File: src/rtl/core/perlin_noise_2d_fixed_macros.svh
// ----------------------------------------------------------------------------
// Perlin noise assertion macros
// Shared concurrent assertion forms, clocked on clk_i and disabled in reset.
// ----------------------------------------------------------------------------
`ifndef PERLIN_NOISE_2D_FIXED_MACROS_SVH
`define PERLIN_NOISE_2D_FIXED_MACROS_SVH

// same-cycle implication
`define PNF_ASSERT_NOW(lbl, ante, cons, msg) \
  lbl: assert property (@(posedge clk_i) disable iff (!rst_ni) (ante) |-> (cons)) \
    else $error(msg);

// next-cycle implication
`define PNF_ASSERT_NEXT(lbl, ante, cons, msg) \
  lbl: assert property (@(posedge clk_i) disable iff (!rst_ni) (ante) |=> (cons)) \
    else $error(msg);

`endif

File: src/rtl/core/pnf_pkg.sv
// ----------------------------------------------------------------------------
// Perlin noise package
// Types and constants shared by the noise evaluator modules.
// ----------------------------------------------------------------------------
`default_nettype none

package pnf_pkg;

  localparam int TableSize  = 256;
  localparam int AddrW      = 8;
  localparam int FracBits   = 16;
  localparam int QueueDepth = 4;
  localparam int QueuePtrW  = 2;

  typedef enum logic {
    FUNC_LOAD = 1'b0,
    FUNC_EVAL = 1'b1
  } func_e;

  // one word between front and back
  typedef struct packed {
    func_e       func;
    logic [7:0]  load_index;
    logic [7:0]  load_value;
    logic [7:0]  cell_x;
    logic [7:0]  cell_y;
    logic [15:0] frac_x;
    logic [15:0] frac_y;
    logic [19:0] fade_x;
    logic [19:0] fade_y;
  } pnf_item_t;

  typedef struct packed {
    logic      valid;
    pnf_item_t item;
  } pnf_push_t;

  // gradient dot product, low four hash bits pick the direction
  function automatic logic signed [18:0] grad_dot(input logic [3:0] h,
                                                  input logic signed [17:0] dx,
                                                  input logic signed [17:0] dy);
    logic signed [18:0] uu;
    logic signed [18:0] vv;
    logic signed [18:0] su;
    logic signed [18:0] sv;
    uu = (h < 4'd8) ? 19'(dx) : 19'(dy);
    if (h < 4'd4) begin
      vv = 19'(dy);
    end else if (h == 4'd12 || h == 4'd14) begin
      vv = 19'(dx);
    end else begin
      vv = '0;
    end
    su = h[0] ? -uu : uu;
    sv = h[1] ? -vv : vv;
    return su + sv;
  endfunction

endpackage

`default_nettype wire

File: src/rtl/core/pnf_queue.sv
// ----------------------------------------------------------------------------
// Perlin noise queue
// Short FIFO between the front end and the table/interpolation back end.
// ----------------------------------------------------------------------------
`default_nettype none

module pnf_queue (
  input  wire logic          clk_i,
  input  wire logic          rst_ni,
  input  wire pnf_pkg::pnf_push_t push_i,
  output logic               full_o,
  output pnf_pkg::pnf_push_t head_o,
  input  wire logic          pop_i
);

  pnf_pkg::pnf_item_t               mem_q [pnf_pkg::QueueDepth];
  logic [pnf_pkg::QueuePtrW-1:0]    wr_ptr_q, rd_ptr_q;
  logic [pnf_pkg::QueuePtrW:0]      count_q, count_d;
  logic                             wr, rd;

  assign full_o      = (count_q == (pnf_pkg::QueuePtrW+1)'(pnf_pkg::QueueDepth));
  assign wr          = push_i.valid && !full_o;
  assign rd          = pop_i && (count_q != '0);
  assign head_o.valid = (count_q != '0);
  assign head_o.item  = mem_q[rd_ptr_q];

  always_comb begin
    count_d = count_q;
    if (wr && !rd) begin
      count_d = count_q + 1'b1;
    end else if (rd && !wr) begin
      count_d = count_q - 1'b1;
    end
  end

  // pointers and fill level
  always_ff @(posedge clk_i or negedge rst_ni) begin
    if (!rst_ni) begin
      wr_ptr_q <= '0;
      rd_ptr_q <= '0;
      count_q  <= '0;
    end else begin
      if (wr) begin
        wr_ptr_q <= wr_ptr_q + 1'b1;
      end
      if (rd) begin
        rd_ptr_q <= rd_ptr_q + 1'b1;
      end
      count_q <= count_d;
    end
  end

  always_ff @(posedge clk_i) begin
    if (wr) begin
      mem_q[wr_ptr_q] <= push_i.item;
    end
  end

endmodule

`default_nettype wire

File: config.mk
export PLATFORM = sky130hd
export DESIGN_NAME = pnf_queue
export DESIGN_NICKNAME = d
export VERILOG_FILES = /design/src/rtl/core/perlin_noise_2d_fixed_macros.svh /design/src/rtl/core/pnf_pkg.sv /design/src/rtl/core/pnf_queue.sv
export SDC_FILE = /design/constraint.sdc
export NUM_CORES = 1
export LEC_CHECK = 0
export BUFFER_PORTS_ARGS = -buffer_cell sky130_fd_sc_hd__buf_2
export CORE_MARGIN = 4
export CORE_UTILIZATION = 59
export CTS_BUF_LIST = sky130_fd_sc_hd__clkbuf_8
export CTS_CLUSTER_DIAMETER = 200
export DETAILED_ROUTE_END_ITERATION = 10
export GPL_ROUTABILITY_DRIVEN = 1
export PLACE_DENSITY = 0.82
export SLEW_MARGIN = 20
export SYNTH_ARGS = -nofsm -noshare
export SYNTH_HDL_FRONTEND = slang
export SYNTH_SLANG_ARGS = --single-unit
File: constraint.sdc
create_clock -name clk_i -period 4.2 [get_ports clk_i]
set_input_delay 0.21 -clock clk_i [delete_from_list [all_inputs] [get_ports clk_i]]
set_output_delay 0.21 -clock clk_i [all_outputs]
set_load 0.005 [all_outputs]
==> key figures <==
Status
  • Outcome: completed

Synthesis
  • Xor/xnor share of the synthesized area: 0.00338
  • Simple-gate share of the synthesized area: 0.00403
  • Yosys warnings: 0
  • Mux share of post-synthesis cell area: 0.154
  • Yosys reg bits: 427
  • Largest family of logic cells by synthesized area: multiplexers
  • Number of synthesized flops with an enable pin: 420
  • Synthesized area: 0.0155 mm2
  • Gate Count Post-Synth: just under 600
  • Ys flop type: edfxtp_1
  • Post-synthesis compound-gate area fraction: 0
  • FFs w/ async S/R, synth: 0.0164
  • Register area share after synthesis: 0.823
  • Synth Area in Adders: 0.00531
  • Syn_nets: roughly 700
  • Count of different cell masters after synthesis: 22
  • Syn avg cell area: ~27 um2

Clock tree
  • CTS H-tree lvls: 2
  • CTS Buffer Depth: 3
  • TritonCTS Sinks: 427
  • Post_cts resized: 0
  • CTS Buf Count: roughly 60
  • CTS tree: built
  • Post CTS Setup Buffer Count: 0
  • CTS clk-pin slew, worst paths: about 60 ps
  • CTS Hold Bufs: roughly 110
  • Clock root buffer: clkbuf_8
  • Clk_lat worst skew: around 590 ps

Worst setup path
  • Critical Path RT: between 3000 and 4000 ps
  • CP arrival: 2660 ps
  • Crit path kind: reg2out
  • Max FO, Critical Path: 65
  • Crit start category: register
  • Crit. End Element: output pin

Drt
  • Drt wl/cell: around 23 um
  • Met2 wire length: roughly 16 mm
  • Drt pass-1 iters: 5
  • Routed Antenna Nets: 0
  • Routed vias: roughly 7500
  • Met3 WL post-DR: between 2 and 2.5 mm
  • Top sig layer: met4
  • Drt via density: 5.61
  • Routed WL: between 30 and 40 mm
  • Residual DRC: 0
  • Initial drt markers: 795
  • Wl on met1: 11.4 mm

Timing
  • Slew Limit Fails: 0
  • Setup TNS: 0 ps
  • Worst hold slack: between 150 and 200 ps
  • Period utilization: 0.684
  • Post-route minimum period: between 2000 and 3000 ps
  • Final Worst Setup Slack: ~1300 ps
  • Setup-failing EPs final: 0
  • Final hold vios: 0
  • Skew final: around 41 ps
  • Fmax: around 350 MHz
  • RSZ-0062 raised after global routing: false
  • Slew margin rel.: 0.339
  • Slew of the pin with the lowest slew margin: 992 ps

Layout
  • Nets: about 1100
  • Share of cells above drive strength 1: 0.405
  • Syn-to-layout area delta: 23.2%
  • Fin util: 0.737

Power
  • PD cells: 638 mW/mm2
  • Tot Pwr: 12200 uW
  • VDD IR max: 0.000489 V
  • P_leak: around 0.0067 uW

Floorplan
  • Std-Cell Rows: 59
  • Die Footprint: between 0.02 and 0.03 mm2
  • Core area: approximately 0.026 mm2
  • I/O Pins: ~220
  • Starting Density: 0.598
  • Die Ht: around 170 um
  • Die W: 170 um

Placement
  • DP Worst Slack: around 1600 ps
  • Port buffer count: roughly 220
  • Final GP Congestion: between 0.7 and 0.8
  • DP Wirelength: around 18 mm

Flow run
  • MaxCap Viol Count: 0

Hold path
  • Worst hold path class: in2reg

Global routing
  • All-Layer GR Usage: 0.211
  • Vias in the first global route: between 8000 and 9000
  • First-pass GRT wire length: roughly 47 mm
  • Antenna violations before repair: 2
  • Largest net degree at the start of global routing: 66
  • GRT overflow: 0
cells by family after synthesis:
logic type               after synthesis
multiplexers                         107
flip-flops                           427
buffers and inverters                 28
adder cells (fa/ha/maj)                6
AND/OR/NAND/NOR                       10
XOR/XNOR                               6
critical path, cell delays in order (launching register included):
cell	delay [ps]
dfrtp_4	1080
buf_4	470
mux4_2	390
buf_2	150
Yosys cell counts (2+ instances only):
| cell | count | share of area |
|---|---|---|
| and2_1 | 4 | 0.0016 |
| inv_1 | 3 | 0.00072 |
| xor2_1 | 2 | 0.0011 |
| buf_2 | 14 | 0.0045 |
| mux4_2 | 105 | 0.15 |
| xnor2_1 | 4 | 0.0023 |
| clkbuf_1 | 5 | 0.0012 |
| dfrtp_1 | 7 | 0.011 |
| edfxtp_1 | 420 | 0.81 |
| buf_6 | 4 | 0.0029 |
| ha_1 | 5 | 0.0040 |
report_power, final:
group / switching [uW] / internal [uW]
combinational: 1710 / 1760
sequential: 356 / 5640
clock: 1420 / 1330
total: 3480 / 8730
registers in the layout, summed over array words and instances, names as in the netlist:
| register | flops |
|---|---|
| wr_ptr_q | 2 |
| rd_ptr_q | 2 |
| count_q | 3 |
| mem_q | 420 |
path summary, 6_finish.rpt:
path	slack [ps]	from	cells past startpoint	to
worst max-delay path	1330	rd_ptr_q[1]$_DFFE_PN0P_	3	head_o[13]
worst min-delay path	170	push_i[105]	3	wr_ptr_q[0]$_DFFE_PN0P_
worst max register to register	1600	count_q[2]$_DFFE_PN0P_	4	mem_q[3][84]$_DFFE_PP_
worst min register to register	490	count_q[2]$_DFFE_PN0P_	1	count_q[2]$_DFFE_PN0P_
max in group asynchronous	3300	rst_ni	3	rd_ptr_q[1]$_DFFE_PN0P_
min in group asynchronous	620	rst_ni	3	rd_ptr_q[0]$_DFFE_PN0P_
stage by stage:
| stage | cells | cell area, um2 |
|---|---|---|
| finish | 1335 | 19100 |
| global route | 1335 | 19100 |
| CTS | 1333 | 19100 |
| detailed placement | 1118 | 17000 |
| global placement | 1118 | 17000 |
| floorplan | 584 | 15500 |
metal layers:
metal	vias up	track usage
met2	324	0.349
li1	3264	-
met4	0	0.0694
met3	54	0.0502
met1	3841	0.285
met5	-	0
final cells by class:
class | count | area [um2]
inverter | 3 | 11.3
clock inverter | 47 | 200
clock buffer | 60 | 826
fill | 1432 | 6850
timing repair buffer | 332 | 2290
sequential | 427 | 12800
tap | 335 | 419
antenna | 2 | 5.00
multi-input combinational | 129 | 2590
cells in the final DEF (no fill, tap or decap):
master	n
buf_2	215
or3_1	1
nor2_1	1
inv_6	1
buf_4	4
and2_4	4
ha_1	5
clkinv_1	17
mux2_1	1
dfrtp_4	2
buf_12	5
xor2_1	2
nor3b_2	1
mux4_2	105
clkinv_2	5
inv_1	26
dlygate4sd3_1	108
nand3_1	1
mux2_2	1
diode_2	2
inv_12	1
nand2_1	1
xnor2_1	4
nor2b_1	1
dfrtp_1	5
edfxtp_1	420
clkbuf_8	60
fa_1	1
No activity file was read; power rests on OpenSTA's default activity.
